==> config.mk <==
export PLATFORM = sky130hd
export DESIGN_NAME = cumulative_bucket_histogram_top
export DESIGN_NICKNAME = d
export VERILOG_FILES = /design/src/hdl/chist_pkg.sv /design/src/hdl/chist_alu.sv /design/src/hdl/cumulative_bucket_histogram_top.sv
export SDC_FILE = /design/constraint.sdc
export NUM_CORES = 2
export LEC_CHECK = 0
export ABC_AREA = 1
export BUFFER_PORTS_ARGS = -buffer_cell sky130_fd_sc_hd__buf_2
export CELL_PAD_IN_SITES_DETAIL_PLACEMENT = 0
export CELL_PAD_IN_SITES_GLOBAL_PLACEMENT = 1
export CORE_MARGIN = 2
export CORE_UTILIZATION = 40
export CTS_CLUSTER_SIZE = 28
export DETAILED_ROUTE_END_ITERATION = 10
export PLACE_DENSITY_LB_ADDON = 0.3
export SETUP_SLACK_MARGIN = 0.15
export SLEW_MARGIN = 0
export SYNTH_ARGS = -nofsm -noshare
export SYNTH_HDL_FRONTEND = slang
export SYNTH_SLANG_ARGS = --single-unit
export TNS_END_PERCENT = 5
==> constraint.sdc <==
create_clock -name clk_i -period 7.7 [get_ports clk_i]
set_clock_uncertainty 0.1 [all_clocks]
set_input_delay 0.385 -clock clk_i [delete_from_list [all_inputs] [get_ports clk_i]]
set_output_delay 0.385 -clock clk_i [all_outputs]
set_load 0.01 [all_outputs]
==> src/hdl/chist_pkg.sv <==
// Shared types, constants and helpers of the cumulative bucket histogram.
`default_nettype none
package chist_pkg;

  localparam int MAX_BUCKETS = 16;
  localparam int SAMPLE_BITS = 32;
  localparam int IDX_W       = $clog2(MAX_BUCKETS);
  localparam int NUM_W       = $clog2(MAX_BUCKETS + 1);
  localparam int CFG_W       = 5;
  localparam int CNT_W       = 32;
  localparam int VAL_W       = 32;
  localparam int SUM_W       = 48;
  localparam int PADDR_W     = 3;

  localparam longint RANGE_HI = (64'sd1 <<< (SAMPLE_BITS - 1)) - 64'sd1;
  localparam longint RANGE_LO = -RANGE_HI - 64'sd1;

  localparam logic REG_BUCKETS = 1'b0;

  typedef enum logic [1:0] {
    OP_OBSERVE = 2'd0,
    OP_WRITE   = 2'd1,
    OP_READ    = 2'd2,
    OP_CLEAR   = 2'd3
  } op_e;

  typedef enum logic [1:0] {
    ST_OK         = 2'd0,
    ST_NO_BUCKETS = 2'd1,
    ST_BAD        = 2'd2
  } status_e;

  typedef enum logic [1:0] {
    S_IDLE,
    S_SCAN,
    S_WCHK,
    S_RESP
  } state_e;

  typedef struct packed {
    op_e               op;
    logic signed [31:0] value;
    logic [3:0]        index;
  } in_item_t;

  typedef struct packed {
    status_e            status;
    logic [31:0]        total_count;
    logic signed [47:0] running_sum;
    logic [31:0]        bucket_value;
  } out_item_t;

  typedef struct packed {
    logic signed [VAL_W-1:0] a;
    logic signed [VAL_W-1:0] b;
    logic [CNT_W-1:0]        cnt;
  } alu_req_t;

  typedef struct packed {
    logic             le;
    logic [CNT_W-1:0] cnt_inc;
  } alu_rsp_t;

  function automatic logic in_range(logic signed [VAL_W-1:0] v);
    longint w;
    w = longint'(v);
    return (w <= RANGE_HI) && (w >= RANGE_LO);
  endfunction

  function automatic logic signed [VAL_W-1:0] clamp_sample(logic signed [VAL_W-1:0] v);
    longint w;
    logic signed [VAL_W-1:0] r;
    w = longint'(v);
    if (w > RANGE_HI) begin
      r = VAL_W'(RANGE_HI);
    end else if (w < RANGE_LO) begin
      r = VAL_W'(RANGE_LO);
    end else begin
      r = v;
    end
    return r;
  endfunction

endpackage
`default_nettype wire

==> src/hdl/chist_alu.sv <==
// Shared compare and saturating increment unit of the histogram sequencer.
`default_nettype none
module chist_alu
  import chist_pkg::*;
(
  input  alu_req_t req_i,
  output alu_rsp_t rsp_o
);

  assign rsp_o.le      = (req_i.a <= req_i.b);
  assign rsp_o.cnt_inc = (&req_i.cnt) ? req_i.cnt : req_i.cnt + CNT_W'(1);

endmodule
`default_nettype wire

==> src/hdl/cumulative_bucket_histogram_top.sv <==
// Cumulative bucket histogram: sequencer, bound and bucket tables, APB register.
// Observe: S_SCAN steps over the buckets in use, one bucket per cycle through the
// shared compare/increment unit; S_RESP loads the result into the output register.
// Write bound goes via S_WCHK for a nonzero index and in-range value; read and clear go
// to S_RESP. Input is taken again once the result is loaded; a stalled result holds it.
// Reset (async, active low) clears count, sum, register and bucket valid bits;
// bound table is undefined until written.
`default_nettype none
module cumulative_bucket_histogram_top
  import chist_pkg::*;
(
  input  wire logic               clk_i,
  input  wire logic               rst_ni,
  input  wire logic               in_valid_i,
  output      logic               in_stall_o,
  input  wire in_item_t           in_data_i,
  output      logic               out_valid_o,
  input  wire logic               out_stall_i,
  output      out_item_t          out_data_o,
  input  wire logic               psel,
  input  wire logic               penable,
  input  wire logic               pwrite,
  input  wire logic [PADDR_W-1:0] paddr,
  input  wire logic [31:0]        pwdata,
  output      logic [31:0]        prdata,
  output      logic               pready
);

  state_e state_q, state_d;

  logic [CFG_W-1:0]        cfg_q;
  logic [NUM_W-1:0]        num_act;
  logic [IDX_W-1:0]        cnt_q, cnt_d;
  logic signed [VAL_W-1:0] val_q, val_d;
  logic [IDX_W-1:0]        idx_q, idx_d;
  op_e                     op_q, op_d;
  status_e                 status_q, status_d;
  logic [CNT_W-1:0]        total_q, total_d;
  logic signed [SUM_W-1:0] sum_q, sum_d;
  logic                    out_valid_q, out_valid_d;
  out_item_t               out_q, out_d;

  logic signed [VAL_W-1:0] bound_mem [MAX_BUCKETS];
  logic signed [VAL_W-1:0] bound_rd_q;
  logic [CNT_W-1:0]        bucket_mem [MAX_BUCKETS];
  logic [MAX_BUCKETS-1:0]  bkt_vld_q;
  logic [CNT_W-1:0]        bucket_rd_q;

  logic                    bnd_we, bkt_we, bkt_clr;
  logic [IDX_W-1:0]        bnd_raddr, bnd_waddr, bkt_raddr, bkt_waddr;
  logic signed [VAL_W-1:0] bnd_wdata;
  logic [CNT_W-1:0]        bkt_wdata;

  logic                    accept, cfg_wr, last;
  logic signed [VAL_W-1:0] in_clamped;
  logic signed [SUM_W:0]   sum_ext;

  alu_req_t alu_req;
  alu_rsp_t alu_rsp;

  chist_alu u_alu (
    .req_i (alu_req),
    .rsp_o (alu_rsp)
  );

  assign pready = 1'b1;
  assign cfg_wr = psel && penable && pwrite && (paddr[PADDR_W-1] == REG_BUCKETS);
  assign prdata = (paddr[PADDR_W-1] == REG_BUCKETS) ? {{(32-CFG_W){1'b0}}, cfg_q} : '0;

  always_ff @(posedge clk_i or negedge rst_ni) begin
    if (!rst_ni) begin
      cfg_q <= '0;
    end else if (cfg_wr) begin
      cfg_q <= pwdata[CFG_W-1:0];
    end
  end

  assign num_act = (NUM_W'(cfg_q) > NUM_W'(MAX_BUCKETS)) ? NUM_W'(MAX_BUCKETS)
                                                          : NUM_W'(cfg_q);

  assign in_stall_o  = (state_q != S_IDLE);
  assign accept      = in_valid_i && (state_q == S_IDLE);
  assign last        = (NUM_W'(cnt_q) == num_act - NUM_W'(1));
  assign in_clamped  = clamp_sample(in_data_i.value);
  assign sum_ext     = {sum_q[SUM_W-1], sum_q} + (SUM_W+1)'(in_clamped);
  assign out_valid_o = out_valid_q;
  assign out_data_o  = out_q;

  always_comb begin
    state_d = state_q;
    unique case (state_q)
      S_IDLE: begin
        if (accept) begin
          priority if (in_data_i.op == OP_OBSERVE && num_act != '0) begin
            state_d = S_SCAN;
          end else if (in_data_i.op == OP_WRITE && in_data_i.index != '0 &&
                       in_range(in_data_i.value)) begin
            state_d = S_WCHK;
          end else begin
            state_d = S_RESP;
          end
        end
      end
      S_SCAN: begin
        if (last) begin
          state_d = S_RESP;
        end
      end
      S_WCHK: state_d = S_RESP;
      S_RESP: begin
        if (!out_valid_q || !out_stall_i) begin
          state_d = S_IDLE;
        end
      end
      default: state_d = S_IDLE;
    endcase
  end

  always_comb begin
    cnt_d       = cnt_q;
    val_d       = val_q;
    idx_d       = idx_q;
    op_d        = op_q;
    status_d    = status_q;
    total_d     = total_q;
    sum_d       = sum_q;
    out_valid_d = out_valid_q && out_stall_i;
    out_d       = out_q;
    bnd_we      = 1'b0;
    bnd_waddr   = idx_q;
    bnd_wdata   = val_q;
    bnd_raddr   = idx_q;
    bkt_we      = 1'b0;
    bkt_waddr   = cnt_q;
    bkt_wdata   = alu_rsp.cnt_inc;
    bkt_raddr   = idx_q;
    bkt_clr     = 1'b0;
    alu_req.a   = val_q;
    alu_req.b   = bound_rd_q;
    alu_req.cnt = bucket_rd_q;

    unique case (state_q)
      S_IDLE: begin
        alu_req.cnt = total_q;
        if (accept) begin
          op_d     = in_data_i.op;
          idx_d    = in_data_i.index;
          val_d    = in_data_i.value;
          status_d = ST_OK;
          unique case (in_data_i.op)
            OP_OBSERVE: begin
              if (num_act == '0) begin
                status_d = ST_NO_BUCKETS;
              end else begin
                val_d     = in_clamped;
                total_d   = alu_rsp.cnt_inc;
                cnt_d     = '0;
                bnd_raddr = '0;
                bkt_raddr = '0;
                if (sum_ext[SUM_W] != sum_ext[SUM_W-1]) begin
                  sum_d = sum_ext[SUM_W] ? {1'b1, {(SUM_W-1){1'b0}}}
                                         : {1'b0, {(SUM_W-1){1'b1}}};
                end else begin
                  sum_d = sum_ext[SUM_W-1:0];
                end
              end
            end
            OP_WRITE: begin
              bnd_raddr = in_data_i.index - IDX_W'(1);
              bnd_waddr = in_data_i.index;
              bnd_wdata = in_data_i.value;
              if ((32'(in_data_i.index) >= 32'(MAX_BUCKETS)) ||
                  !in_range(in_data_i.value)) begin
                status_d = ST_BAD;
              end else if (in_data_i.index == '0) begin
                bnd_we = 1'b1;
              end
            end
            OP_READ: begin
              bkt_raddr = in_data_i.index;
              if (num_act == '0) begin
                status_d = ST_NO_BUCKETS;
              end else if (NUM_W'(in_data_i.index) >= num_act) begin
                status_d = ST_BAD;
              end
            end
            OP_CLEAR: begin
              bkt_clr = 1'b1;
              total_d = '0;
              sum_d   = '0;
            end
            default: status_d = ST_OK;
          endcase
        end
      end
      S_SCAN: begin
        bkt_we    = alu_rsp.le;
        bnd_raddr = cnt_q + IDX_W'(1);
        bkt_raddr = cnt_q + IDX_W'(1);
        cnt_d     = cnt_q + IDX_W'(1);
      end
      S_WCHK: begin
        if (alu_rsp.le) begin
          status_d = ST_BAD;
        end else begin
          bnd_we = 1'b1;
        end
      end
      S_RESP: begin
        if (!out_valid_q || !out_stall_i) begin
          out_valid_d        = 1'b1;
          out_d.status       = status_q;
          out_d.total_count  = total_q;
          out_d.running_sum  = sum_q;
          out_d.bucket_value = (op_q == OP_READ && status_q == ST_OK) ? bucket_rd_q : '0;
        end
      end
      default: status_d = status_q;
    endcase
  end

  always_ff @(posedge clk_i or negedge rst_ni) begin
    if (!rst_ni) begin
      state_q     <= S_IDLE;
      total_q     <= '0;
      sum_q       <= '0;
      out_valid_q <= 1'b0;
      cnt_q       <= '0;
    end else begin
      state_q     <= state_d;
      total_q     <= total_d;
      sum_q       <= sum_d;
      out_valid_q <= out_valid_d;
      cnt_q       <= cnt_d;
    end
  end

  always_ff @(posedge clk_i) begin
    val_q    <= val_d;
    idx_q    <= idx_d;
    op_q     <= op_d;
    status_q <= status_d;
    out_q    <= out_d;
  end

  always_ff @(posedge clk_i) begin
    if (bnd_we) begin
      bound_mem[bnd_waddr] <= bnd_wdata;
    end
    bound_rd_q <= bound_mem[bnd_raddr];
  end

  always_ff @(posedge clk_i) begin
    if (bkt_we) begin
      bucket_mem[bkt_waddr] <= bkt_wdata;
    end
    bucket_rd_q <= bkt_vld_q[bkt_raddr] ? bucket_mem[bkt_raddr] : '0;
  end

  always_ff @(posedge clk_i or negedge rst_ni) begin
    if (!rst_ni) begin
      bkt_vld_q <= '0;
    end else if (bkt_clr) begin
      bkt_vld_q <= '0;
    end else if (bkt_we) begin
      bkt_vld_q[bkt_waddr] <= 1'b1;
    end
  end

`ifndef SYNTHESIS
  a_scan_in_range: assert property (@(posedge clk_i) disable iff (!rst_ni)
    state_q == S_SCAN |-> NUM_W'(cnt_q) < num_act)
    else $error("scan index beyond buckets in use");

  a_bucket_write_in_scan: assert property (@(posedge clk_i) disable iff (!rst_ni)
    bkt_we |-> state_q == S_SCAN)
    else $error("bucket write outside scan");

  a_total_inc: assert property (@(posedge clk_i) disable iff (!rst_ni)
    accept && in_data_i.op == OP_OBSERVE && num_act != '0 && !(&total_q)
    |=> total_q == $past(total_q) + CNT_W'(1))
    else $error("total count not raised on observe");

  a_resp_delivers: assert property (@(posedge clk_i) disable iff (!rst_ni)
    state_q == S_RESP && !(out_valid_q && out_stall_i)
    |=> out_valid_q && state_q == S_IDLE)
    else $error("result not loaded from response state");
`endif

endmodule
`default_nettype wire
==> summary.txt <==
outcome: complete, no violations
die area: 160,000 um^2
Fin Setup TNS: 0 ns
Post-DP Area: 65,300 um^2
antenna viol nets, final: 0
most frequent cells in the layout: 1,807 x nand2_1, 1,178 x edfxtp_1, 1,050 x nand3_1, 632 x inv_1, 268 x nand3b_1
Leak: 28.9 nW
Core ar.: 156,000 um^2
worst hold path class: input pin to asynchronous set/reset pin
pin count of the biggest net entering global routing: 206
Worst path most repeated cell: nand2_1
asr flop ratio synth: 8.00%
final WL: 184 mm
Post-Layout Cell Count: 8,555
maximum clock frequency: 0.172 GHz
Inst Count DP: 8,240
WL/cell: 21.6 um
GP Congestion: 0.916
fin area: 70,500 um^2
DRC violations left: 0
Die Height: 400 um
Inserted Clock Buffers: 145
maximum vdd drop: 0.842 mV
CP cell instances: ha_1, nand2_1, nor2_1, nand4_1, nor4_1, nand2_1, nand2_1, nand2_1, nand3_1, nand2_1, inv_1, nand2_1, nor2_4, buf_4
vias in the first global route: 42,200
Die X: 400 um
Critical Path Max Stage Delay: 0.99 ns
WP data arrival: 6.14 ns
vias per cell: 5.23
power density over the cells: 445 nW/um^2
Total GRT Usage: 22.9%
DR pass1 iterations: 6
clk slew on worst S/H paths: 0.06 ns
Final nets: 6,538
FP Rows: 145
family with the most delay on the worst path: simple AND/OR/NAND/NOR gates
worst-skew pair later-pin latency: 0.79 ns
Post-synth EDFFs: 1,178
Synth Register Bits: 1,350
Main synth FF type: edfxtp_1
Synth Cell Area: 62,600 um^2
layout cell share with drive strength beyond 1: 9.06%
H-tree levels: 4
worst slew pin tran: 1.31 ns
Syn Inst Count: 6,317
antenna violations before repair: 17
total global routing overflow: 0
Clock Path Buffers: 3
CTS tree: built
post-synthesis sequential area ratio: 62.8%
Setup crit end kind: flip-flop
vias post-DR: 44,800
Final Cycle Share: 75.4%
Setup WS pre-CTS: 2.08 ns
Final Hold Vio Count: 0
Worst Path Max Fanout: 22
maxcap violations: 0
detailed placer's ending HPWL: 107 mm
first-pass GRT wire length: 274 mm
Unique masters post-synth: 50
setup ws final: 1.90 ns
FF-to-FF setup slack: 1.90 ns
IO Pins: 229
Yosys warnings: 0
Final Power: 0.0314 W
Port Buffers: 171
CP bufs+invs: 2
Post-CTS Setup Inserts: 0
clock root buffer: clkbuf_16
Worst Path Class, Setup: flip-flop to flip-flop
Mapped Avg Cell Area: 9.91 um^2
slew margin rel.: 12.7%
min Tclk post-route: 5.80 ns
Initial Utilization: 40.2%
commonest non-fill, non-tap cell in the layout: nand2_1
fin. max-slew vios: 0
Critical path origin: val_q[31]
origin of the critical flop-to-flop path: val_q[31]
DR iter-0 viols: 3,886
Final setup viols: 0
Critical Path Start Type: flip-flop
Filler cells: 14,500
RSZ-0062 raised after global routing: false
clock sinks: 1,350
Critical-path top delay cell: nor2_4
Area Overhead vs Synth: 12.6%
required time of the critical path: 8.04 ns
repair_timing:
item | 4_1_cts | 5_1_grt
resized for setup | 0 | 0
hold endpoints to repair | 107 | 0
hold buffers | 44 | 0
cell type report:
cell class / instances / area [um^2] / share of cell area [%]
clock buffer: 206 / 4030 / 5.71
timing repair buffer: 298 / 2030 / 2.87
multi-input combinational: 3932 / 19400 / 27.5
inverter: 646 / 2430 / 3.45
sequential: 1350 / 39400 / 55.8
antenna: 4 / 10.0 / 0.0142
tap: 2058 / 2570 / 3.65
clock inverter: 61 / 711 / 1.01
Yosys cell counts, types with 13 or more instances:
cell	count	area, um^2
nor2_1	232	871
o211ai_1	35	263
nand2_1	1813	6810
inv_1	638	2390
buf_4	39	293
nand3_1	1050	5260
dfxtp_1	64	1280
nand3b_1	268	2010
a21oi_1	79	395
xor2_1	25	219
dfrtp_1	108	2700
nor3_1	23	115
o21ai_1	22	110
ha_1	84	1050
clkbuf_1	208	781
nor2_2	14	87.6
or2_2	15	93.8
o21bai_1	13	97.6
nand4_1	53	332
xnor2_1	20	175
edfxtp_1	1178	35400
o21ai_0	91	455
buf_1	36	135
buf_2	123	616
report_power, final:
part,total (W),switching (W),internal (W),leakage [nW]
registers,0.0100,0.000461,0.00956,12.7
clock network,0.00688,0.00297,0.00391,2.28
logic,0.0145,0.0106,0.00390,13.9
state kept, by name, summed over array words and instances, names as in the netlist:
signal       count
bkt_vld_q       16
bkt_waddr        4
bound_mem      512
bound_rd_q      32
bucket_mem     512
bucket_rd_q     32
cfg_q            5
idx_q            4
op_q             2
out_data_o     114
out_valid_o      1
state_q          2
status_q         2
sum_q           48
total_q         32
val_q           32
worst register-to-register path: cells and delay by family, from the launching register on:
kind	cells	cell delay (ns)
buf+inv	2	0.66
flops	1	0.40
simple gates	11	3.89
fa+ha+maj	1	0.40
kinds of logic (layout without fill, tap and decap cells):
group	count (synthesis)	after routing	synth area share, %
simple gates	3505	3505	25.4
buf+inv	1061	1211	6.96
compound gates	269	269	2.47
xor+xnor	45	45	0.629
other cells	2	32	0.0120
flops	1350	1350	62.8
fa+ha+maj	85	85	1.71
stage by stage:
stage | util [%] | hold slack, ns
floorplan | - | -0.0106
CTS | 45.3 | 0.0457
global route | 45.3 | 0.107
global placement | 41.9 | 0.333
detailed placement | 41.9 | 0.335
finish | 45.3 | 0.107
worst paths after layout:
check | depth (start not counted) | to
max | 14 | bucket_mem[15][2]
min | 2 | sum_q[45]
max reg2reg | 14 | bucket_mem[15][2]
min reg2reg | 0 | out_data_o[54]
max in group asynchronous | 3 | cfg_q[0]
min in group clk_i | 4 | status_q[0]
per-layer routing:
metal / up-vias / part of all wire [%] / GRT usage [%]
met1: 21700 / 45 / 33.1
met3: 262 / 7.1 / 3.65
met4: 8 / 2.1 / 5.57
met5: - / 0.025 / 0
met2: 1485 / 46 / 36.2
li1: 21300 / - / -
(Power assumes the default switching activity.)
